==> src/sv/sidechain_ducking_envelope_core_macros.svh <==
// Assertion macros shared by the ducking envelope RTL.
`ifndef SIDECHAIN_DUCKING_ENVELOPE_CORE_MACROS_SVH
`define SIDECHAIN_DUCKING_ENVELOPE_CORE_MACROS_SVH

// Same-cycle implication, disabled while reset is held.
`define SDE_ASSERT_IMP(label, clk, rst_n, ante, cons, msg) \
    label: assert property (@(posedge clk) disable iff (!rst_n) (ante) |-> (cons)) \
        else $error(msg);

// Next-cycle implication, disabled while reset is held.
`define SDE_ASSERT_NXT(label, clk, rst_n, ante, cons, msg) \
    label: assert property (@(posedge clk) disable iff (!rst_n) (ante) |=> (cons)) \
        else $error(msg);

`endif

==> src/sv/sde_pkg.sv <==
// Shared types and constants for the sidechain ducking envelope core.
package sde_pkg;

    // Configuration register indexes
    localparam logic [2:0] REG_ALPHA_ATTACK   = 3'd0;
    localparam logic [2:0] REG_ALPHA_RELEASE  = 3'd1;
    localparam logic [2:0] REG_MUSIC_DUCK     = 3'd2;
    localparam logic [2:0] REG_SFX_DUCK       = 3'd3;
    localparam logic [2:0] REG_AMBIENT_DUCK   = 3'd4;
    localparam logic [2:0] REG_MUSIC_PRIORITY = 3'd5;
    localparam logic [2:0] REG_RESTORE_RATE   = 3'd6;

    localparam int CFG_IDX_W  = 3;
    localparam int CFG_DATA_W = 24;

    // Register reset values
    localparam logic [15:0]        RST_ALPHA_ATTACK   = 16'd1024;
    localparam logic [15:0]        RST_ALPHA_RELEASE  = 16'd256;
    localparam logic signed [15:0] RST_MUSIC_DUCK     = -16'sd3072;
    localparam logic signed [15:0] RST_SFX_DUCK       = -16'sd1536;
    localparam logic signed [15:0] RST_AMBIENT_DUCK   = -16'sd1536;
    localparam logic [16:0]        RST_MUSIC_PRIORITY = 17'd65536;
    localparam logic [23:0]        RST_RESTORE_RATE   = 24'd16777;

    // Envelope full scale (1.0 in Q1.15) and carve threshold (0.03)
    localparam logic [15:0] ENV_ONE      = 16'd32768;
    localparam logic [15:0] CARVE_THRESH = 16'd983;

    // Default structural settings
    localparam int BLEND_TABLE_BITS_DEF = 8;
    localparam int QUEUE_DEPTH_DEF      = 2;

    typedef struct packed {
        logic [15:0]        alpha_attack;
        logic [15:0]        alpha_release;
        logic signed [15:0] music_duck;
        logic signed [15:0] sfx_duck;
        logic signed [15:0] ambient_duck;
        logic [16:0]        music_priority;
        logic [23:0]        restore_rate;
    } t_cfg;

    // One tick after the envelope update, waiting for the gain engine
    typedef struct packed {
        logic [15:0] env;
        logic [31:0] silent;
    } t_item;

endpackage

==> src/sv/sde_front.sv <==
// Front end: accepts ticks, steps the envelope and the silence count.
module sde_front (
    input  logic           i_clk,
    input  logic           i_rst_n,
    input  sde_pkg::t_cfg  i_cfg,
    input  logic           i_valid,
    input  logic           i_voice_active,
    output logic           o_stall,
    input  logic           i_full,
    output logic           o_push,
    output sde_pkg::t_item o_item
);
    import sde_pkg::*;
    `include "sidechain_ducking_envelope_core_macros.svh"

    logic [15:0] r_env;
    logic [31:0] r_sil;
    logic [15:0] n_env;
    logic [31:0] n_sil;

    logic        accept;
    logic        rise;
    logic [15:0] alpha;
    logic [15:0] gap;
    logic [31:0] prod;
    logic [32:0] rnd;
    logic [16:0] step;
    logic [16:0] env_sum;

    assign o_stall = i_full;
    assign accept  = i_valid && !i_full;
    assign o_push  = accept;
    assign o_item  = '{env: n_env, silent: n_sil};

    // One-pole step toward the target, attack on the way up
    always_comb begin
        rise    = i_voice_active && (r_env < ENV_ONE);
        alpha   = rise ? i_cfg.alpha_attack : i_cfg.alpha_release;
        gap     = rise ? (ENV_ONE - r_env) : (i_voice_active ? 16'd0 : r_env);
        prod    = alpha * gap;
        rnd     = {1'b0, prod} + 33'd32768;
        step    = rnd[32:16];
        env_sum = rise ? ({1'b0, r_env} + step) : ({1'b0, r_env} - step);
        n_env   = env_sum[15:0];
    end

    // Clear on voice, otherwise count up and hold at the top
    always_comb begin
        if (i_voice_active) begin
            n_sil = '0;
        end else if (r_sil != '1) begin
            n_sil = r_sil + 1'b1;
        end else begin
            n_sil = r_sil;
        end
    end

    always_ff @(posedge i_clk) begin
        if (!i_rst_n) begin
            r_env <= '0;
            r_sil <= '0;
        end else if (accept) begin
            r_env <= n_env;
            r_sil <= n_sil;
        end
    end

    `SDE_ASSERT_IMP(a_env_range, i_clk, i_rst_n, 1'b1, r_env <= ENV_ONE, "envelope above full scale")

endmodule

==> config.mk <==
export PLATFORM = sky130hd
export DESIGN_NAME = sde_front
export DESIGN_NICKNAME = d
export VERILOG_FILES = /design/src/sv/sde_pkg.sv /design/src/sv/sde_front.sv
export VERILOG_INCLUDE_DIRS = /design/src /design/src/sv
export SDC_FILE = /design/constraint.sdc
export NUM_CORES = 1
export LEC_CHECK = 0
export BUFFER_PORTS_ARGS = -buffer_cell sky130_fd_sc_hd__buf_2
export CORE_MARGIN = 3
export CORE_UTILIZATION = 36
export CTS_CLUSTER_SIZE = 8
export DETAILED_ROUTE_END_ITERATION = 8
export PLACE_DENSITY = 0.52
export SYNTH_ARGS = -nofsm -noshare
export SYNTH_HDL_FRONTEND = slang
export SYNTH_SLANG_ARGS = --single-unit
==> constraint.sdc <==
create_clock -name i_clk -period 20.2 [get_ports i_clk]
set_input_delay 4.04 -clock i_clk [delete_from_list [all_inputs] [get_ports i_clk]]
set_output_delay 4.04 -clock i_clk [all_outputs]
set_load 0.01 [all_outputs]
# ---- Word level (Yosys, flattened, before mapping)
# Index checks and enable logic that the tools add are counted.
dict set report totals {
  reg_bits 48
  inputBits 126
  output_inout_bits 50
  elab_cells 19
}
dict set report op_classes {
  addsub 5
  mul 1
  n_lt_le_gt_ge 1
  eq_ne 1
  n_mux 6
  n_reduce_logical 3
}
# cell count
set op_table {}
lappend op_table {{$mux 16} 4}
lappend op_table {{$mux 32} 2}
lappend op_table {{$add 32x1->32 const B} 1}
lappend op_table {{$add 32x16->32 const B} 1}
lappend op_table {{$mul 16x16->32} 1}
lappend op_table {{$ne 32x32->1 const B} 1}
lappend op_table {{$add 16x16->16} 1}
lappend op_table {{$lt 16x16->1 const B} 1}
lappend op_table {{$sub 16x16->16} 1}
lappend op_table {{$sub 16x16->16 const A} 1}
lappend op_table {{$logic_and 1x1->1} 2}
lappend op_table {{$logic_not 1->1} 1}

# ---- Longest topological paths before layout
dict set report depth {
  ltp_word 7
  depth_mapped 45
  mapped_depth_nobuf 45
}

# ---- Worst setup path after synthesis
# OpenSTA, ideal clock, no wires.
dict set report synth_path {
  path_kind {input to output}
  start {input port i_voice_active}
  end {output port o_item[47] (netlist name)}
  arrival_ps 12736
  required_time_ps 16160
  path_slack_ps 3424
  path_stages 41
  n_path_buf 3
  path_cell_list {buf_4 > inv_1 > clkbuf_1 > clkbuf_1 > nor2_1 > mux2i_1 > nor2_1 > a21oi_1 > nor2_1 > fa_1 > inv_1 > fa_1 > inv_1 > fa_1 > fa_1 > fa_1 > inv_1 > fa_1 > [... 5 more ...] > a31oi_1 > xnor2_1 > and2_1 > a31oi_1 > nor2_1 > a2111oi_0 > xnor2_1 > ha_1 > o21ai_0 > o21ai_0 > a31oi_1 > o21ai_0 > nand4_1 > nand4b_1 > a21oi_1 > xnor2_1 > xor2_1 > xnor2_1}
}
# element line_no
set synth_rtl {}
lappend synth_rtl {{start, declared} sde_front.sv:7} ;# input logic i_voice_active,
lappend synth_rtl {{end, declared} sde_front.sv:11} ;# output sde_pkg::t_item o_item

==> flow_metrics.py <==
metrics = {
    "global_route": {
        "grtUsageTotal": 0.199,
        "grt_pass1_wl_um": 60400,
        "first_global_vias": 11300,
        "antenna_violations_before_repair": 0,
        "global_route.overflow_total": 0,
        "grt_start_max_net_pins": 54,
    },
    "cts": {
        "cts_sinks": 48,
        "path_clk_slew_ps": 70,
        "tritoncts": "done",
        "clockBufferDepth": 2,
        "clock-root-buffer": "sky130_fd_sc_hd__clkbuf_16",
        "h_tree_levels": 2,
        "cts.repair.resized": 0,
        "numCtsBuffers": 5,
        "postCtsSetupRepairBufs": 0,
        "post_cts_hold_buffer_count": 0,
        "clk-insertion-delay-late_ps": 290,
    },
    "sta": {
        "max_clock_freq_ghz": 0.0542,
        "timing.final.crit_share": 0.913,
        "hold_violations": 0,
        "max_slew.worst_pin.slew_ps": 1130,
        "layout_min_cycle_time_ps": 18450,
        "setup_viol": 0,
        "tns_ps": 0,
        "unrepaired_setup_endpoints_after_global_routing": "false",
        "timing_max_transition_violations_final": 0,
        "clock-skew-final_ps": 6.56,
        "slew-limit-headroom": 0.226,
        "fin_worst_hold_slack_ps": 493,
    },
    "yosys": {
        "synth-async-reset-ratio": 0,
        "synth.cell_area_sq_mm": 0.0127,
        "synth_edf_count": 0,
        "synthCells": 1625,
        "ys_types": 63,
        "synth.avg_cell_area_sq_um": 7.81,
        "seq_area_frac_synth": 0.0757,
        "syn-num-nets": 2078,
        "synth.ff_latch_count": 48,
        "yosys_warnings": 0,
        "most_frequently_used_flop_master_after_synthesis": "sky130_fd_sc_hd__dfxtp_1",
    },
    "placed_design": {
        "hpwl_um": 29600,
        "gpl.final_weighted_congestion": 0.872,
        "io_buffer_count": 86,
    },
    "worst_setup_path": {
        "worst_setup_path_startpoint": "i_voice_active",
        "timing.critical_path.required_ps": 16160,
        "cp_slowest_cell": "sky130_fd_sc_hd__a2111oi_0",
        "reg2regPathDepth": 42,
        "worstSetupPathType": "input port to output pin",
        "rr_startpoint": "r_env[2]$_SDFFE_PN0P_",
        "critical_path.most_common_cell": "sky130_fd_sc_hd__fa_1",
        "cp_data_arrival_time_ps": 14410,
        "timing.rr.end": "r_env[15]$_SDFFE_PN0P_",
        "critical_path.startpoint_type": "input port",
        "critical_path.max_fanout": 53,
        "register_to_register_setup_slack_ps": 8530,
        "endpoint_kind": "output pin",
        "critical-path-max-stage-delay_ps": 520,
    },
    "floorplanning": {
        "ioPinCount": 176,
        "die_w_um": 194,
        "fp.dieArea_sq_mm": 0.0376,
        "floorplan.die.height_um": 194,
        "placeableCoreArea_sq_mm": 0.0346,
        "initial_utilization": 0.367,
        "row_cnt": 68,
    },
    "final_layout": {
        "drive_above_1_share": 0.0826,
        "synthesis_to_layout_area_growth_pct": 9.14,
        "layout_common_cells": "303 x sky130_fd_sc_hd__nand2_1, 255 x sky130_fd_sc_hd__inv_1, 194 x sky130_fd_sc_hd__fa_1",
        "finalCoreUtilization": 0.400,
        "final_net_count": 2146,
        "most_frequent_standard_cell_in_the_layout_excluding_fill_and_tap_cells": "sky130_fd_sc_hd__nand2_1",
        "antennaDiodeCount": 0,
    },
    "job": {
        "maxCapViolCount": 0,
    },
    "routing": {
        "antenna_violating_nets_post_route": 0,
        "route.final.wire_length_um": 37000,
        "detailedRoute.firstPassIterationCount": 5,
        "post_drt_via_cell_ratio": 5.11,
        "route.vias.total": 11000,
        "post_detailed_route_drc_marker_count": 0,
        "first_iter_violations": 602,
        "wl_per_cell_um": 17.2,
    },
    "outcome": {
        "status": "completed",
    },
    "min_path": {
        "worst_hold_path.num_cells": 2,
        "hold_class": "flop to flop",
        "timing.hold.worst_endpoint": "r_sil[24]$_SDFFE_PN0P_",
        "holdCritStartpoint": "r_sil[24]$_SDFFE_PN0P_",
    },
}
-- per-layer routing --
layer	routed length [um]	share of wire	GRT usage	vias up
li1	-	-	-	5287
met1	16900	0.46	0.275	5441
met2	17600	0.48	0.338	224
met3	1720	0.047	0.0229	36
met4	724	0.020	0.0380	0
met5	0	0	0	-
-- per-stage QoR --
stage	cells	setup slack, ps	cell area, sq um
after floorplan	1625	3420	12700
after global placement	2141	1860	13700
after detailed placement	2141	1820	13700
after CTS	2149	1760	13900
after global routing	2149	928	13900
final	2149	1750	13900
-- sequential cells by signal (all words and copies together) (netlist names) --
name,count
r_env,16
r_sil,32
-- worst max-delay path by stage --
stage	to	slack, ps	depth (start not counted)
after floorplan	o_item[47]	3420	41
after global routing	o_item[47]	930	40
final	o_item[47]	1750	39
after detailed placement	o_item[47]	1820	39
after CTS	o_item[47]	1760	39
after global placement	o_item[47]	1860	39
-- cells by family after synthesis --
logic type | Yosys count | share of synthesized area
and+or+nand+nor | 651 | 0.222
AOI/OAI and AO/OA | 197 | 0.106
xor gates and xnor gates | 72 | 0.0503
muxes | 22 | 0.0173
adders and majority gates | 327 | 0.437
buffers and inverters | 308 | 0.0919
DFF | 48 | 0.0757
-- cells in the mapped netlist (3+ instances only) --
library cell | instances | share of area
sky130_fd_sc_hd__a2111oi_0 | 3 | 0.0021
sky130_fd_sc_hd__a211oi_1 | 5 | 0.0030
sky130_fd_sc_hd__a21boi_0 | 38 | 0.022
sky130_fd_sc_hd__a21o_1 | 13 | 0.0077
sky130_fd_sc_hd__a21oi_1 | 44 | 0.017
sky130_fd_sc_hd__a22oi_1 | 10 | 0.0059
sky130_fd_sc_hd__a31oi_1 | 6 | 0.0030
sky130_fd_sc_hd__and2_1 | 24 | 0.012
sky130_fd_sc_hd__and3_1 | 6 | 0.0030
sky130_fd_sc_hd__and4_1 | 6 | 0.0041
sky130_fd_sc_hd__buf_1 | 5 | 0.0015
sky130_fd_sc_hd__buf_4 | 3 | 0.0018
sky130_fd_sc_hd__clkbuf_1 | 45 | 0.013
sky130_fd_sc_hd__dfxtp_1 | 48 | 0.076
sky130_fd_sc_hd__fa_1 | 194 | 0.31
sky130_fd_sc_hd__ha_1 | 133 | 0.13
sky130_fd_sc_hd__inv_1 | 255 | 0.075
sky130_fd_sc_hd__mux2i_1 | 22 | 0.017
sky130_fd_sc_hd__nand2_1 | 304 | 0.090
sky130_fd_sc_hd__nand2b_1 | 11 | 0.0054
sky130_fd_sc_hd__nand3_1 | 14 | 0.0055
sky130_fd_sc_hd__nand4_1 | 18 | 0.0089
sky130_fd_sc_hd__nor2_1 | 193 | 0.057
sky130_fd_sc_hd__nor2b_1 | 12 | 0.0059
sky130_fd_sc_hd__nor3_1 | 30 | 0.012
sky130_fd_sc_hd__nor4_1 | 4 | 0.0020
sky130_fd_sc_hd__o2111a_1 | 3 | 0.0027
sky130_fd_sc_hd__o21a_1 | 4 | 0.0024
sky130_fd_sc_hd__o21ai_0 | 36 | 0.014
sky130_fd_sc_hd__o21bai_1 | 5 | 0.0030
sky130_fd_sc_hd__o2bb2ai_1 | 4 | 0.0028
sky130_fd_sc_hd__o31ai_1 | 5 | 0.0030
sky130_fd_sc_hd__or2_2 | 5 | 0.0025
sky130_fd_sc_hd__or3_1 | 11 | 0.0054
sky130_fd_sc_hd__xnor2_1 | 46 | 0.032
sky130_fd_sc_hd__xor2_1 | 25 | 0.017
-- cell type report --
| type | instances | area [sq um] |
|---|---|---|
| Tap cell | 455 | 569 |
| Clock inverter | 1 | 7.51 |
| Sequential cell | 48 | 961 |
| Multi-Input combinational cell | 1269 | 10600 |
| Inverter | 255 | 957 |
| Fill cell | 3617 | 20800 |
| Clock buffer | 7 | 143 |
| Timing Repair Buffer | 114 | 641 |
-- worst max-delay path, delay by kind of cell --
kind | cells | cell delay (ps)
adder cells (fa/ha/maj) | 8 | 3650
AO/OA/AOI/OAI | 9 | 2140
AND/OR/NAND/NOR | 9 | 2030
buffers and inverters | 8 | 1310
XOR/XNOR | 5 | 1200
Power is not shown: default switching activity piles up to over one toggle a cycle in this logic, so the estimate is an artifact.
