<file path="src/sv/sidechain_ducking_envelope_core_macros.svh">
// Assertion macros shared by the ducking envelope RTL.
`ifndef SIDECHAIN_DUCKING_ENVELOPE_CORE_MACROS_SVH
`define SIDECHAIN_DUCKING_ENVELOPE_CORE_MACROS_SVH

// Same-cycle implication, disabled while reset is held.
`define SDE_ASSERT_IMP(label, clk, rst_n, ante, cons, msg) \
    label: assert property (@(posedge clk) disable iff (!rst_n) (ante) |-> (cons)) \
        else $error(msg);

// Next-cycle implication, disabled while reset is held.
`define SDE_ASSERT_NXT(label, clk, rst_n, ante, cons, msg) \
    label: assert property (@(posedge clk) disable iff (!rst_n) (ante) |=> (cons)) \
        else $error(msg);

`endif

</file>
<file path="src/sv/sde_pkg.sv">
// Shared types and constants for the sidechain ducking envelope core.
package sde_pkg;

    // Configuration register indexes
    localparam logic [2:0] REG_ALPHA_ATTACK   = 3'd0;
    localparam logic [2:0] REG_ALPHA_RELEASE  = 3'd1;
    localparam logic [2:0] REG_MUSIC_DUCK     = 3'd2;
    localparam logic [2:0] REG_SFX_DUCK       = 3'd3;
    localparam logic [2:0] REG_AMBIENT_DUCK   = 3'd4;
    localparam logic [2:0] REG_MUSIC_PRIORITY = 3'd5;
    localparam logic [2:0] REG_RESTORE_RATE   = 3'd6;

    localparam int CFG_IDX_W  = 3;
    localparam int CFG_DATA_W = 24;

    // Register reset values
    localparam logic [15:0]        RST_ALPHA_ATTACK   = 16'd1024;
    localparam logic [15:0]        RST_ALPHA_RELEASE  = 16'd256;
    localparam logic signed [15:0] RST_MUSIC_DUCK     = -16'sd3072;
    localparam logic signed [15:0] RST_SFX_DUCK       = -16'sd1536;
    localparam logic signed [15:0] RST_AMBIENT_DUCK   = -16'sd1536;
    localparam logic [16:0]        RST_MUSIC_PRIORITY = 17'd65536;
    localparam logic [23:0]        RST_RESTORE_RATE   = 24'd16777;

    // Envelope full scale (1.0 in Q1.15) and carve threshold (0.03)
    localparam logic [15:0] ENV_ONE      = 16'd32768;
    localparam logic [15:0] CARVE_THRESH = 16'd983;

    // Default structural settings
    localparam int BLEND_TABLE_BITS_DEF = 8;
    localparam int QUEUE_DEPTH_DEF      = 2;

    typedef struct packed {
        logic [15:0]        alpha_attack;
        logic [15:0]        alpha_release;
        logic signed [15:0] music_duck;
        logic signed [15:0] sfx_duck;
        logic signed [15:0] ambient_duck;
        logic [16:0]        music_priority;
        logic [23:0]        restore_rate;
    } t_cfg;

    // One tick after the envelope update, waiting for the gain engine
    typedef struct packed {
        logic [15:0] env;
        logic [31:0] silent;
    } t_item;

endpackage

</file>
<file path="src/sv/sde_fifo.sv">
// Short register queue between the envelope front end and the gain engine.
module sde_fifo #(
    parameter int DEPTH = 2
) (
    input  logic          i_clk,
    input  logic          i_rst_n,
    input  logic          i_push,
    input  sde_pkg::t_item i_item,
    output logic          o_full,
    input  logic          i_pop,
    output logic          o_valid,
    output sde_pkg::t_item o_item
);
    import sde_pkg::*;
    `include "sidechain_ducking_envelope_core_macros.svh"

    localparam int PTR_W = $clog2(DEPTH);
    localparam int CNT_W = $clog2(DEPTH + 1);

    t_item            r_mem [DEPTH];
    logic [PTR_W-1:0] r_wr_ptr;
    logic [PTR_W-1:0] r_rd_ptr;
    logic [CNT_W-1:0] r_count;

    assign o_full  = (r_count == CNT_W'(DEPTH));
    assign o_valid = (r_count != '0);
    assign o_item  = r_mem[r_rd_ptr];

    // Store the pushed entry
    always_ff @(posedge i_clk) begin
        if (i_push) begin
            r_mem[r_wr_ptr] <= i_item;
        end
    end

    // Advance pointers and occupancy
    always_ff @(posedge i_clk) begin
        if (!i_rst_n) begin
            r_wr_ptr <= '0;
            r_rd_ptr <= '0;
            r_count  <= '0;
        end else begin
            if (i_push) begin
                r_wr_ptr <= (r_wr_ptr == PTR_W'(DEPTH - 1)) ? '0 : r_wr_ptr + 1'b1;
            end
            if (i_pop) begin
                r_rd_ptr <= (r_rd_ptr == PTR_W'(DEPTH - 1)) ? '0 : r_rd_ptr + 1'b1;
            end
            if (i_push && !i_pop) begin
                r_count <= r_count + 1'b1;
            end else if (!i_push && i_pop) begin
                r_count <= r_count - 1'b1;
            end
        end
    end

    `SDE_ASSERT_IMP(a_no_push_full, i_clk, i_rst_n, i_push, !o_full || i_pop, "push into full queue")
    `SDE_ASSERT_IMP(a_count_range, i_clk, i_rst_n, 1'b1, r_count <= CNT_W'(DEPTH), "queue count overflow")

endmodule

</file>
<file path="config.mk">
export PLATFORM = sky130hd
export DESIGN_NAME = sde_fifo
export DESIGN_NICKNAME = d
export VERILOG_FILES = /design/src/sv/sde_pkg.sv /design/src/sv/sde_fifo.sv
export VERILOG_INCLUDE_DIRS = /design/src /design/src/sv
export SDC_FILE = /design/constraint.sdc
export NUM_CORES = 1
export LEC_CHECK = 0
export BUFFER_PORTS_ARGS = -buffer_cell sky130_fd_sc_hd__clkbuf_2
export CAP_MARGIN = 40
export CELL_PAD_IN_SITES_DETAIL_PLACEMENT = 1
export CELL_PAD_IN_SITES_GLOBAL_PLACEMENT = 1
export CORE_ASPECT_RATIO = 0.5
export CORE_UTILIZATION = 25
export DETAILED_ROUTE_END_ITERATION = 7
export HOLD_SLACK_MARGIN = 0.1
export PLACE_DENSITY = 0.56
export SLEW_MARGIN = 5
export SYNTH_ARGS = -nofsm -noshare
export SYNTH_HDL_FRONTEND = slang
export SYNTH_SLANG_ARGS = --single-unit
</file>
<file path="constraint.sdc">
create_clock -name i_clk -period 3.05 [get_ports i_clk]
set_input_delay 0.305 -clock i_clk [delete_from_list [all_inputs] [get_ports i_clk]]
set_output_delay 0.305 -clock i_clk [all_outputs]
set_load 0.01 [all_outputs]
</file>
# Yosys cells after proc, flatten, opt, wreduce, memory -nomap -nowiden
# Memory sizes are Yosys's and may differ from the RTL's. A register that Yosys moved wholly into a read port is not among the register bits.
# Cells that the tools add are included.
# totals
reg_bits	4
elab_cells	23
mem_bits_rw	96
out_inout_bits	50
mem_count	1
# mem_list
name	depth	word_bits	rd	rd_ports_with_merged_regs	wr	line_no	text
r_mem	2	48	1	1	1	sde_fifo.sv:20	t_item r_mem [DEPTH];
# op_classes
reduce_logical	6
n_addsub	4
eq_ne	1
muxes	8
# op_table
op	n
2-to-1 mux 1 bit	6
2-to-1 mux 2 bit	2
nonzero test 2 bit	2
adder 1 bit (second input constant)	2
adder 2 x 1 -> 2 bit (second input constant)	1
== test 2 bit (second input constant)	1
logical AND 1 bit	2
logical NOT 1 bit	2
subtractor 2 x 1 -> 2 bit (second input constant)	1

# Logic depth before layout (Yosys ltp)
# Gate-level depths: netlist (run 1).
# logic_depth
word_depth	4
ltp_mapped	5

# Least setup slack after synthesis (run 1)
# No wires, ideal clock.
# synth_timing
path_kind	register -> register
start	reg r_wr_ptr
end	mem r_mem[0][0] (netlist name) (enable)
path_slack_ns	0.115
synth_period_minus_slack_ns	2.935
t_arrival_ns	2.475
path_stages_with_launch	2
n_path_buf	0
required_ns	2.590
path_cell_list	dfxtp_1 -> nor2b_1
# synth_rtl
element	line_no	text
start: declaration	sde_fifo.sv:21	logic [PTR_W-1:0] r_wr_ptr;
start signal: assignment	sde_fifo.sv:44	r_wr_ptr <= (r_wr_ptr == PTR_W'(DEPTH - 1)) ? '0 : r_wr_ptr + 1'b1;
end: declaration	sde_fifo.sv:20	
# No word-level cell before the write port.

==> impl_metrics.env, run 1 <==
export IMPL_status="finished, final reports clean"
export IMPL_cp_endpoint="o_item[9]"
export IMPL_stdcell_area_mm2=0.00474
export IMPL_cts_resized=0
export IMPL_dieArea_mm2=0.0153
export IMPL_yosysSeqAreaShare=0.810
export IMPL_gp_congestion=0.666
export IMPL_maxCapViolCount=0
export IMPL_setup_viol=0
export IMPL_grt_usage=0.0962
export IMPL_clock_latency_ns=0.33
export IMPL_drive_above_1_share=0.587
export IMPL_cp_start_kind="register"
export IMPL_htreeDepth=3
export IMPL_r2r_start="r_wr_ptr$_SDFFE_PN0P_"
export IMPL_post_dp_hpwl_mm=5.11
export IMPL_numCtsBuffers=9
export IMPL_overflow=0
export IMPL_place_ws_ns=1.23
export IMPL_synthCells=171
export IMPL_worstRegToRegCells=2
export IMPL_rr_endpoint="r_mem[0][23]$_DFFE_PP_"
export IMPL_synth_top_cell_area_share=0.782
export IMPL_grt_max_degree=28
export IMPL_skew_ns=0.00733
export IMPL_ant_nets=0
export IMPL_clock_sinks=101
export IMPL_hp_class="primary input to register"
export IMPL_peakVddDrop_mv=0.247
export IMPL_drt_total_wl_mm=7.11
export IMPL_clk_pin_slew_ns=0.07
export IMPL_placedInstanceArea_mm2=0.00446
export IMPL_end_kind="output port"
export IMPL_grt_pass1_vias=2105
export IMPL_slew_violations=0
export IMPL_final_period_utilization=0.696
export IMPL_layout_commonest_cell="clkbuf_2"
export IMPL_ys_top_cells_by_area="edfxtp_1, mux2_2, dfxtp_1"
export IMPL_worstPathArrival_ns=1.82
export IMPL_final_setup_tns_ns=0
export IMPL_synth_cell_types=19
export IMPL_syn_area_mm2=0.00368
export IMPL_diodes=0
export IMPL_drc=0
export IMPL_finalHoldViolations=0
export IMPL_vias_per_cell=3.90
export IMPL_ios=102
export IMPL_drtPass1Iterations=4
export IMPL_rows=30
export IMPL_io_buffers=101
export IMPL_post_cts_buffers=0
export IMPL_grt_setup_unrepaired="false"
export IMPL_post_route_min_period_ns=2.12
export IMPL_netlist_top_cell_by_area="edfxtp_1"
export IMPL_max_freq_ghz=0.471
export IMPL_yosysWarnings=0
export IMPL_antenna_found_initial=0
export IMPL_required_ns=2.74
export IMPL_dr_first_iter_drc_count=70
export IMPL_max_slew_margin=0.497
export IMPL_cts_tree="built"
export IMPL_grt_pass1_wl_mm=10.8
export IMPL_crit_fanout=25
export IMPL_r2r_slack_ns=1.50
export IMPL_p_per_area_mw_per_mm2=632
export IMPL_cts_hold_buf=0
export IMPL_syn_area_per_cell_um2=21.5
export IMPL_tightest_slew_ns=0.752
export IMPL_die_w_um=174
export IMPL_die_height_um=87.8
export IMPL_finalPower_mw=2.99
export IMPL_p_leak_nw=1.76
export IMPL_worst_slack_ns=0.928
export IMPL_syn_nets=224
export IMPL_via_count=1864
export IMPL_final_cell_mix="clkbuf_2, edfxtp_1, mux2_2"
export IMPL_clockBufferDepth=2
export IMPL_cts_root_buf="clkbuf_16"
export IMPL_start_util=0.264
export IMPL_core_area_mm2=0.0140
export IMPL_wl_per_cell_um=14.9
export IMPL_yosys_register_bits=101
export IMPL_area_growth_pct=28.5
export IMPL_nets=334
export IMPL_path_class="register to output port"
critical path: stages (launching register included):
cell	delay (ns)
dfxtp_2	0.71
buf_12	0.27
mux2_2	0.36
clkbuf_2	0.13
final cells by class:
cell class	count	area [µm²]
Clock buffer	15	268
Clock inverter	1	7.51
Fill cell	1460	9230
Inverter	1	3.75
Multi-Input combinational cell	64	667
Sequential cell	101	2980
Tap cell	192	240
Timing Repair Buffer	104	566
logic make-up (layout without fill, tap and decap cells):
logic type	count (synthesis)	after routing	share of synthesized area
DFF	101	101	0.810
xor gates and xnor gates	3	3	0.00713
adders and majority gates	1	1	0.00340
buffers and inverters	6	121	0.0119
AOI/OAI and AO/OA	3	3	0.00543
and+or+nand+nor	9	9	0.0160
muxes	48	48	0.147
state kept, by name, indices dropped and copies added, names as in the netlist, named ones only:
register,cells
r_count,2
r_mem,96
r_rd_ptr,1
r_wr_ptr,1
power by group:
| group | leakage, nW | internal (mW) | switching (mW) |
|---|---|---|---|
| Combinational | 0.692 | 0.159 | 0.156 |
| Clock | 0.130 | 0.599 | 0.446 |
| Sequential | 0.943 | 1.60 | 0.0312 |
| Total | 1.76 | 2.36 | 0.633 |
synth_stat cells (all sizes together):
library cell and instances:
dfxtp 5, edfxtp 96, o21ai 1, mux2 48, xor2 2, and2b 1, o21a 1, ha 1
a21boi 1, or3 1, and2 4, inv 1, xnor2 1, or2 1, buf 5, nor2b 2
per-stage QoR:
step           hold WS [ns]  instances  utilization
6_report              0.155        478        0.339
3_3_place_gp          0.474        462        0.319
3_5_place_dp          0.500        462        0.319
5_1_grt               0.138        478        0.339
4_1_cts               0.143        478        0.339
2_1_floorplan         0.404        171            -
metal layers:
layer | global-route usage | up-vias | share of wire
met5 | 0 | - | 0
met4 | 0.0335 | 0 | 0.012
met3 | 0.0304 | 10 | 0.035
met2 | 0.188 | 28 | 0.56
met1 | 0.0996 | 944 | 0.40
li1 | - | 882 | -
how the worst min path moves through the flow:
stage / endpoint / from / cells after the start
final: r_mem[0][25]$_DFFE_PP_ / i_item[25] / 1
after global routing: r_mem[0][1]$_DFFE_PP_ / i_item[1] / 1
after CTS: r_mem[0][25]$_DFFE_PP_ / i_item[25] / 1
after detailed placement: r_mem[0][28]$_DFFE_PP_ / i_item[28] / 1
after global placement: r_count[1]$_SDFFE_PN0P_ / r_count[1]$_SDFFE_PN0P_ / 2
after floorplan: r_mem[0][0]$_DFFE_PP_ / i_item[0] / 0
No activity file was read; power rests on OpenSTA's default activity.
==> run 2, diff against run 1 <==
==> constraint.sdc (replaced) <==
create_clock -name i_clk -period 1.8 [get_ports i_clk]
set_input_delay 0.18 -clock i_clk [delete_from_list [all_inputs] [get_ports i_clk]]
set_output_delay 0.18 -clock i_clk [all_outputs]
set_load 0.01 [all_outputs]
==> impl_metrics.env, run 2 (synthesized netlist as in run 1, its figures left out) <==
export IMPL_clockBufferDepth=2
export IMPL_place_ws_ns=0.437
export IMPL_worstPathArrival_ns=1.51
export IMPL_dieArea_mm2=0.0153
export IMPL_ios=102
export IMPL_overflow=0
export IMPL_core_area_mm2=0.0140
export IMPL_p_leak_nw=1.97
export IMPL_start_util=0.264
export IMPL_numCtsBuffers=9
export IMPL_grt_max_degree=31
export IMPL_largest_reg_flops=96
export IMPL_placedInstanceArea_mm2=0.00447
export IMPL_finalHoldViolations=0
export IMPL_postLayoutCoreUtil=0.374
export IMPL_dp_cells=465
export IMPL_nets=385
export IMPL_io_buffers=101
export IMPL_grt_pass1_wl_mm=11.4
export IMPL_cpMaxStageDelayCell="dfxtp_2"
export IMPL_multi_input_area_um2=667
export IMPL_via_count=2048
export IMPL_grt_setup_unrepaired="false"
export IMPL_slowest_delay_ns=0.47
export IMPL_vias_per_cell=3.87
export IMPL_die_height_um=87.8
export IMPL_grt_pass1_vias=2332
export IMPL_n_fill_cell=1450
export IMPL_reg_largest_list="r_mem (96), r_count (2)"
export IMPL_post_route_min_period_ns=1.69
export IMPL_crit_fanout=23
export IMPL_ff_latch_area_mm2=0.00298
export IMPL_tightest_slew_ns=0.420
export IMPL_skew_ns=0.00274
export IMPL_path_class="register to output port"
export IMPL_max_slew_margin=0.720
export IMPL_cts_root_buf="clkbuf_16"
export IMPL_post_cts_buffers=0
export IMPL_cts_hold_buf=48
export IMPL_drive_above_1_share=0.510
export IMPL_top_register="r_mem"
export IMPL_slew_violations=0
export IMPL_p_per_area_mw_per_mm2=974
export IMPL_final_period_utilization=0.938
export IMPL_maxCapViolCount=0
export IMPL_drc=0
export IMPL_final_setup_tns_ns=0
export IMPL_cp_start_kind="register"
export IMPL_whs_ns=0.126
export IMPL_stdcell_area_mm2=0.00522
export IMPL_worst_slack_ns=0.112
export IMPL_clock_sinks=101
export IMPL_diodes=0
export IMPL_cts_resized=0
export IMPL_clock_latency_ns=0.33
export IMPL_drtPass1Iterations=4
export IMPL_dr_first_iter_drc_count=49
export IMPL_cts_tree="built"
export IMPL_wl_per_cell_um=13.9
export IMPL_required_ns=1.62
export IMPL_gp_congestion=0.634
export IMPL_ant_nets=0
export IMPL_layout_commonest_cell="clkbuf_2"
export IMPL_drt_total_wl_mm=7.34
export IMPL_peakVddDrop_mv=0.451
export IMPL_post_dp_hpwl_mm=5.12
export IMPL_fin_cells=529
export IMPL_rows=30
export IMPL_antenna_found_initial=0
export IMPL_clk_pin_slew_ns=0.06
export IMPL_max_freq_ghz=0.592
export IMPL_finalPower_mw=5.08
export IMPL_grt_usage=0.0984
export IMPL_hp_class="primary input to register"
export IMPL_crit_chain="buf_12 -> mux2_2 -> clkbuf_2"
export IMPL_status="finished, final reports clean"
export IMPL_end_kind="output port"
export IMPL_setup_viol=0
export IMPL_die_w_um=174
export IMPL_final_cell_mix="clkbuf_2, edfxtp_1, dlygate4sd3_1"
export IMPL_area_growth_pct=41.6
export IMPL_htreeDepth=3
## run 2: cell types whose count changed in the layout (fill, tap and decap cells not counted)
cell	before	now
clkinv_1	0	3
clkbuf_8	2	0
buf_4	0	4
buf_12	3	2
clkinvlp_4	1	3
clkinv_4	0	1
dlygate4sd3_1	0	48
clkbuf_1	4	0
## run 2: layer usage
metal / GRT usage / wire, µm / vias to the layer above
li1: - / - / 985
met1: 0.101 / 2870 / 1030
met2: 0.199 / 4230 / 28
met3: 0.0256 / 183 / 5
met4: 0.0335 / 56 / 0
met5: 0 / 0 / -
## run 2: final timing paths
kind | from | to | slack, ns | cells after the start
worst min register to register | r_count[1]$_SDFFE_PN0P_ | r_count[1]$_SDFFE_PN0P_ | 0.51 | 2
worst max register to register | r_wr_ptr$_SDFFE_PN0P_ | r_mem[1][20]$_DFFE_PP_ | 0.52 | 2
worst max-delay path | register | o_item[22] | 0.11 | 3
worst min-delay path | i_rst_n | r_wr_ptr$_SDFFE_PN0P_ | 0.13 | 2
## run 2: critical path, delay by kind of cell (launching register included)
kind / cells / cell delay [ns]
DFF: 1 / 0.47
buffers and inverters: 2 / 0.34
muxes: 1 / 0.36
## run 2: power breakdown
group          switching, mW  internal, mW  leakage [nW]  total, mW
sequential            0.0414          2.71         0.943       2.75
clock                  0.775         0.924         0.120       1.70
combinational          0.292         0.341         0.904      0.633
total                   1.11          3.98          1.97       5.08
## run 2: final cells by class
type | instances | area share
Inverter | 1 | 0.000719
Clock inverter | 7 | 0.00815
Clock buffer | 9 | 0.0432
Timing Repair Buffer | 155 | 0.202
Tap cell | 192 | 0.0460
Multi-Input combinational cell | 64 | 0.128
Sequential cell | 101 | 0.572
